===== src/sv/gb3_pkg.sv =====
`timescale 1ns / 1ps
// Shared types, constants and kernel weights for the 3x3 Gaussian blur block.
// No dependencies; every other file of the block imports this package.
package gb3_pkg;

	// Pixel and coordinate widths
	localparam int PIX_W      = 8;
	localparam int COORD_W    = 10;
	localparam int CFG_IDX_W  = 4;
	localparam int CFG_DATA_W = 11;

	// Image size limits and reset value of the size registers
	localparam int MAX_WIDTH_DEF  = 1024;
	localparam int MAX_HEIGHT_DEF = 1024;
	localparam int SIZE_RESET     = 1024;
	localparam int SIZE_MIN       = 3;

	// Kernel weights sum to 16, so the normalizing divide is a shift by 4
	localparam int KSHIFT = 4;
	localparam int SUM_W  = PIX_W + KSHIFT;
	localparam logic [2:0] KERNEL [3][3] = '{
		'{3'd1, 3'd2, 3'd1},
		'{3'd2, 3'd4, 3'd2},
		'{3'd1, 3'd2, 3'd1}
	};

	// Configuration register indexes
	typedef enum logic [CFG_IDX_W-1:0] {
		REG_IMAGE_WIDTH  = 4'd0,
		REG_IMAGE_HEIGHT = 4'd1
	} cfg_reg_t;

	typedef struct packed {
		logic [PIX_W-1:0] red;
		logic [PIX_W-1:0] green;
		logic [PIX_W-1:0] blue;
	} pixel_t;

	// One column of the 3x3 window, oldest row on top
	typedef struct packed {
		pixel_t top;
		pixel_t mid;
		pixel_t bot;
	} wcol_t;

	// Line store word: row r-2 and row r-1 at one column
	typedef struct packed {
		pixel_t upper;
		pixel_t lower;
	} ls_word_t;

endpackage


===== src/sv/gb3_filter.sv =====
`timescale 1ns / 1ps
// 1-2-1 / 2-4-2 / 1-2-1 kernel over a 3x3 window, per color, divided by 16.
// Depends on gb3_pkg for pixel/window types and kernel weights.
module gb3_filter (
	input  gb3_pkg::wcol_t  left,
	input  gb3_pkg::wcol_t  center,
	input  gb3_pkg::wcol_t  right,
	output gb3_pkg::pixel_t blurred
);
	import gb3_pkg::*;

	pixel_t           px [3][3];
	logic [SUM_W-1:0] sum_r;
	logic [SUM_W-1:0] sum_g;
	logic [SUM_W-1:0] sum_b;

	// weighted sums; max 16 * 255 fits in SUM_W bits
	always_comb begin
		px[0] = '{left.top, left.mid, left.bot};
		px[1] = '{center.top, center.mid, center.bot};
		px[2] = '{right.top, right.mid, right.bot};
		sum_r = '0;
		sum_g = '0;
		sum_b = '0;
		for (int k = 0; k < 3; k++) begin
			for (int y = 0; y < 3; y++) begin
				sum_r = sum_r + SUM_W'(px[k][y].red)   * SUM_W'(KERNEL[k][y]);
				sum_g = sum_g + SUM_W'(px[k][y].green) * SUM_W'(KERNEL[k][y]);
				sum_b = sum_b + SUM_W'(px[k][y].blue)  * SUM_W'(KERNEL[k][y]);
			end
		end
	end

	// truncating divide by 16
	assign blurred.red   = sum_r[SUM_W-1 -: PIX_W];
	assign blurred.green = sum_g[SUM_W-1 -: PIX_W];
	assign blurred.blue  = sum_b[SUM_W-1 -: PIX_W];

endmodule


===== config.mk =====
export PLATFORM = sky130hd
export DESIGN_NAME = gb3_filter
export DESIGN_NICKNAME = d
export VERILOG_FILES = /design/src/sv/gb3_pkg.sv /design/src/sv/gb3_filter.sv
export SDC_FILE = /design/constraint.sdc
export NUM_CORES = 1
export LEC_CHECK = 0
export BUFFER_PORTS_ARGS = -buffer_cell sky130_fd_sc_hd__buf_2
export CAP_MARGIN = 0
export CORE_ASPECT_RATIO = 0.75
export CORE_MARGIN = 4
export CORE_UTILIZATION = 35
export DETAILED_ROUTE_END_ITERATION = 10
export GPL_TIMING_DRIVEN = 0
export PLACE_DENSITY = 0.63
export SYNTH_ARGS = -nofsm -noshare
export SYNTH_HDL_FRONTEND = slang
export SYNTH_SLANG_ARGS = --single-unit

===== constraint.sdc =====
create_clock -name vclk -period 6.3
set_input_delay 0.63 -clock vclk [all_inputs]
set_output_delay 0.63 -clock vclk [all_outputs]
set_load 0.02 [all_outputs]

Word-level counts from Yosys, hierarchy flattened
Index checks and enable logic that the tools add are counted.

word-level totals
  bits in writable memories = 0
  latch bits = 0
  flip-flop bits (word level) = 0
  output and inout port bits = 24
  memory bits (read-only) = 0
  memories kept = 0
  word-level logic and storage cells = 24

operators by class
  divide/modulo/power cells = 0
  multipliers = 0
  bitwise logic cells = 0
  order comparisons = 0
  equal/unequal tests = 0
  add/subtract/negate cells = 24
  reductions and logical operators = 0
  muxes and demuxes = 0
  shift-type cells = 0

operators by type and width
  kind                                       number
  12-bit by 8-bit adder with 12-bit output   6
  12-bit by 9-bit adder with 12-bit output   6
  11-bit by 9-bit adder with 12-bit output   3
  12-bit by 10-bit adder with 12-bit output  3
  10-bit by 8-bit adder with 11-bit output   3
  8-bit by 9-bit adder with 10-bit output    3

Longest topological paths before layout
  depth after elaboration = 8
  mapped depth = 15
  depth with buffers taken out = 15

Worst setup path before layout
OpenSTA, ideal clock, no wires.

  kind = input-to-output
  from = input port left[3] (netlist bit)
  to = output port blurred[7] (netlist bit)
  arrival = 4577 ps
  data required time = 5670 ps
  stages = 13
  slack = 1093 ps
  cell sequence = inv_1 > fa_1 > inv_1 > fa_1 > fa_1 > fa_1 > or3b_2 > fa_1 > nor2b_1 > nor3_1 > o21a_1 > o21ai_0 > xor2_1

RTL lines
  what         RTL line         text
  from (decl)  gb3_filter.sv:5  input gb3_pkg::wcol_t left,
  to (decl)    gb3_filter.sv:8  output gb3_pkg::pixel_t blurred

==> results.rst <==
.. list-table::
   :header-rows: 1

   * - Metric
     - Value
   * - Kind of cell adding the most delay to the critical path
     - adder cells
   * - Highest-delay cell along the critical path
     - sky130_fd_sc_hd__fa_1
   * - Vias after detailed routing
     - 3913
   * - Number of global-route vias before repair
     - 4230
   * - First-pass GRT wire length
     - 18.9 mm
   * - Crit path kind
     - in -> out
   * - Post-layout minimum cycle time
     - 5490 ps
   * - IO Pins
     - 240
   * - Synthesized cell area
     - 0.00517 mm^2
   * - Run status
     - completed
   * - Signal arrival time at the worst endpoint
     - 4860 ps
   * - Number of buffers inserted by hold repair at cts
     - 0
   * - Synthesized area per cell
     - 9.60 um^2
   * - Count of warnings emitted by yosys
     - 0
   * - Element type at the critical path start
     - primary input
   * - Total of buffers placed on input and output ports
     - 240
   * - Period utilisation layout
     - 87.1%
   * - Total Nets Final
     - 1192
   * - Worst path most repeated cell
     - sky130_fd_sc_hd__fa_1
   * - Die footprint
     - 0.0168 mm^2
   * - Post-synth top area cell
     - sky130_fd_sc_hd__fa_1
   * - Violation count after the first detailed-route iteration
     - 68
   * - Max-slew violation count
     - 0
   * - Crit-path cells
     - buf_2 > inv_1 > fa_1 > inv_1 > fa_1 > fa_1 > fa_1 > or3b_2 > fa_1 > nor2b_1 > nor3_1 > o21a_1 > o21ai_0 > xor2_1 > buf_2
   * - Net load switching power
     - 2.26 mW
   * - Maximum net fanout on the critical path
     - 2
   * - Distinct cell type count after synthesis
     - 31
   * - Nature of the critical path endpoint
     - primary output
   * - Top-area cell type share of the netlist area
     - 60.3%
   * - Layout clock buffer count
     - 0
   * - Post-CTS setup repair buffer count
     - 0
   * - Global placer's final weighted congestion
     - 0.766
   * - Highest achievable clock rate
     - 182 MHz
   * - Antenna cell count
     - 0
   * - Cts repair resizes
     - 0
   * - Post-place instance area
     - 0.00663 mm^2
   * - Sequential cell fraction of total power
     - 0%
   * - Die span in y
     - 113 um
   * - Layout overhead on the synthesized area
     - 28.0%
   * - Routed wirelength normalized by instance count
     - 11.0 um
   * - Final setup violation count
     - 0
   * - Maximum capacitance violations
     - 0
   * - Post-layout utilization of the core
     - 45.8%
   * - Buf+Inv Stages, Crit Path
     - 4
   * - Sum of net half-perimeters after detailed placement
     - 10.9 mm
   * - Normalized max-slew margin
     - 51.1%
   * - RSZ-0062 raised after global routing
     - no
   * - Number of cells in the design after placement
     - 979
   * - Non-filler instance count after layout
     - 979
   * - Kind of path behind the tightest hold check
     - in -> out
   * - Final hold violation count
     - 0
   * - DR pass1 iterations
     - 4
   * - DRC violation count after routing
     - 0
   * - Ratio of routed vias to standard cells
     - 4.00
   * - Fraction of power consumed by combinational cells
     - 100.0%
   * - Clock Power Share
     - 0%
   * - Leakage power figure
     - 3.96 nW
   * - Register area
     - 0 um^2
   * - Sum Neg Setup Slack
     - 0 ps
   * - Sequential cells
     - 0
   * - Core Rows
     - 38
   * - Internal power
     - 1.48 mW
   * - Core Region
     - 0.0145 mm^2
   * - Slew at the pin closest to its max-slew limit
     - 726 ps
   * - Final Routed Wirelength
     - 10.7 mm
   * - Maximum VDD drop
     - 0.000351 V
   * - Initial Utilization
     - 35.8%
   * - Register area share after synthesis
     - 0%
   * - Top area cells in the synthesized netlist
     - sky130_fd_sc_hd__fa_1, sky130_fd_sc_hd__inv_1, sky130_fd_sc_hd__ha_1, sky130_fd_sc_hd__xnor2_1, sky130_fd_sc_hd__a21oi_1
   * - Grt total ovfl
     - 0
   * - Die Span X
     - 148 um
   * - Total power per unit cell area
     - 565 mW/mm^2
   * - Crit path required time
     - 5670 ps
   * - Routed Antenna Nets
     - 0
   * - Switching Share
     - 60.4%
   * - Synthesized instance count
     - 539
   * - Final design area excluding fillers
     - 0.00663 mm^2
   * - Critical path's largest stage delay
     - 570 ps
   * - Antenna violations before repair
     - 0
   * - Pin count of the biggest net entering global routing
     - 7
   * - Syn_nets
     - 950
   * - Share of layout cells above drive strength 1
     - 31.3%
   * - Total global routing track utilization
     - 13.4%
-- kinds of logic (layout without fill, tap and decap cells) --
family	count (synthesis)	count (layout)	share of synthesized area, %
AO/OA/AOI/OAI	37	37	4.67
XOR/XNOR	20	20	3.38
adder cells (fa/ha/maj)	195	195	69.8
buffers and inverters	258	498	18.7
AND/OR/NAND/NOR	29	29	3.46
-- through the flow --
step	power [mW]	hold slack [ps]	worst slack (ps)
6_report	3.74	1840	815
5_1_grt	4.22	1890	553
4_1_cts	3.85	1850	775
3_5_place_dp	3.83	1850	779
3_3_place_gp	3.80	1850	824
2_1_floorplan	2.66	1670	1090
-- cells in the mapped netlist, types with 2 or more instances --
library cell,count
sky130_fd_sc_hd__nor2_1,2
sky130_fd_sc_hd__o21a_1,4
sky130_fd_sc_hd__nand4b_1,2
sky130_fd_sc_hd__inv_1,258
sky130_fd_sc_hd__a21o_1,4
sky130_fd_sc_hd__nor2b_1,2
sky130_fd_sc_hd__o21ai_0,5
sky130_fd_sc_hd__a21oi_1,14
sky130_fd_sc_hd__xor2_1,5
sky130_fd_sc_hd__nor3_1,3
sky130_fd_sc_hd__xnor2_1,15
sky130_fd_sc_hd__o211ai_1,3
sky130_fd_sc_hd__nand3_1,3
sky130_fd_sc_hd__nand2_1,4
sky130_fd_sc_hd__a221oi_1,2
sky130_fd_sc_hd__or3b_2,2
sky130_fd_sc_hd__fa_1,156
sky130_fd_sc_hd__and2_1,3
sky130_fd_sc_hd__ha_1,39
sky130_fd_sc_hd__and4_1,2
-- power groups by stage --
stage / clock [mW] / sequential [mW] / combinational (mW)
finish: 0 / 0 / 3.74
global route: 0 / 0 / 4.22
CTS: 0 / 0 / 3.85
detailed placement: 0 / 0 / 3.83
global placement: 0 / 0 / 3.80
floorplan: 0 / 0 / 2.66
-- final timing paths --
check	startpoint	to	slack, ps	cells past startpoint
worst max-delay path	left[3]	blurred[7]	810	15
worst min-delay path	center[39]	blurred[15]	1840	5
-- cells in the final DEF (no fill, tap or decap), types with 4 or more instances in the layout --
cell,synthesis,final
sky130_fd_sc_hd__a21o_1,4,4
sky130_fd_sc_hd__a21oi_1,14,14
sky130_fd_sc_hd__buf_2,0,240
sky130_fd_sc_hd__fa_1,156,156
sky130_fd_sc_hd__ha_1,39,39
sky130_fd_sc_hd__inv_1,258,258
sky130_fd_sc_hd__nand2_1,4,4
sky130_fd_sc_hd__o21a_1,4,4
sky130_fd_sc_hd__o21ai_0,5,5
sky130_fd_sc_hd__xnor2_1,15,15
sky130_fd_sc_hd__xor2_1,5,5
-- layout make-up --
cell class	instances	area (um^2)
fill	1445	7830
inverter	258	968
multi-input combinational	281	4210
tap	200	250
timing repair buffer	240	1200
-- per-layer routing --
layer	global-route usage, %	up-vias	wire length, um
met2	24.4	80	5740
met5	0	-	0
met3	0.921	10	463
met4	1.29	0	111
li1	-	1954	-
met1	18.3	1869	4430
Note: power is estimated with default switching activity, not from simulation.
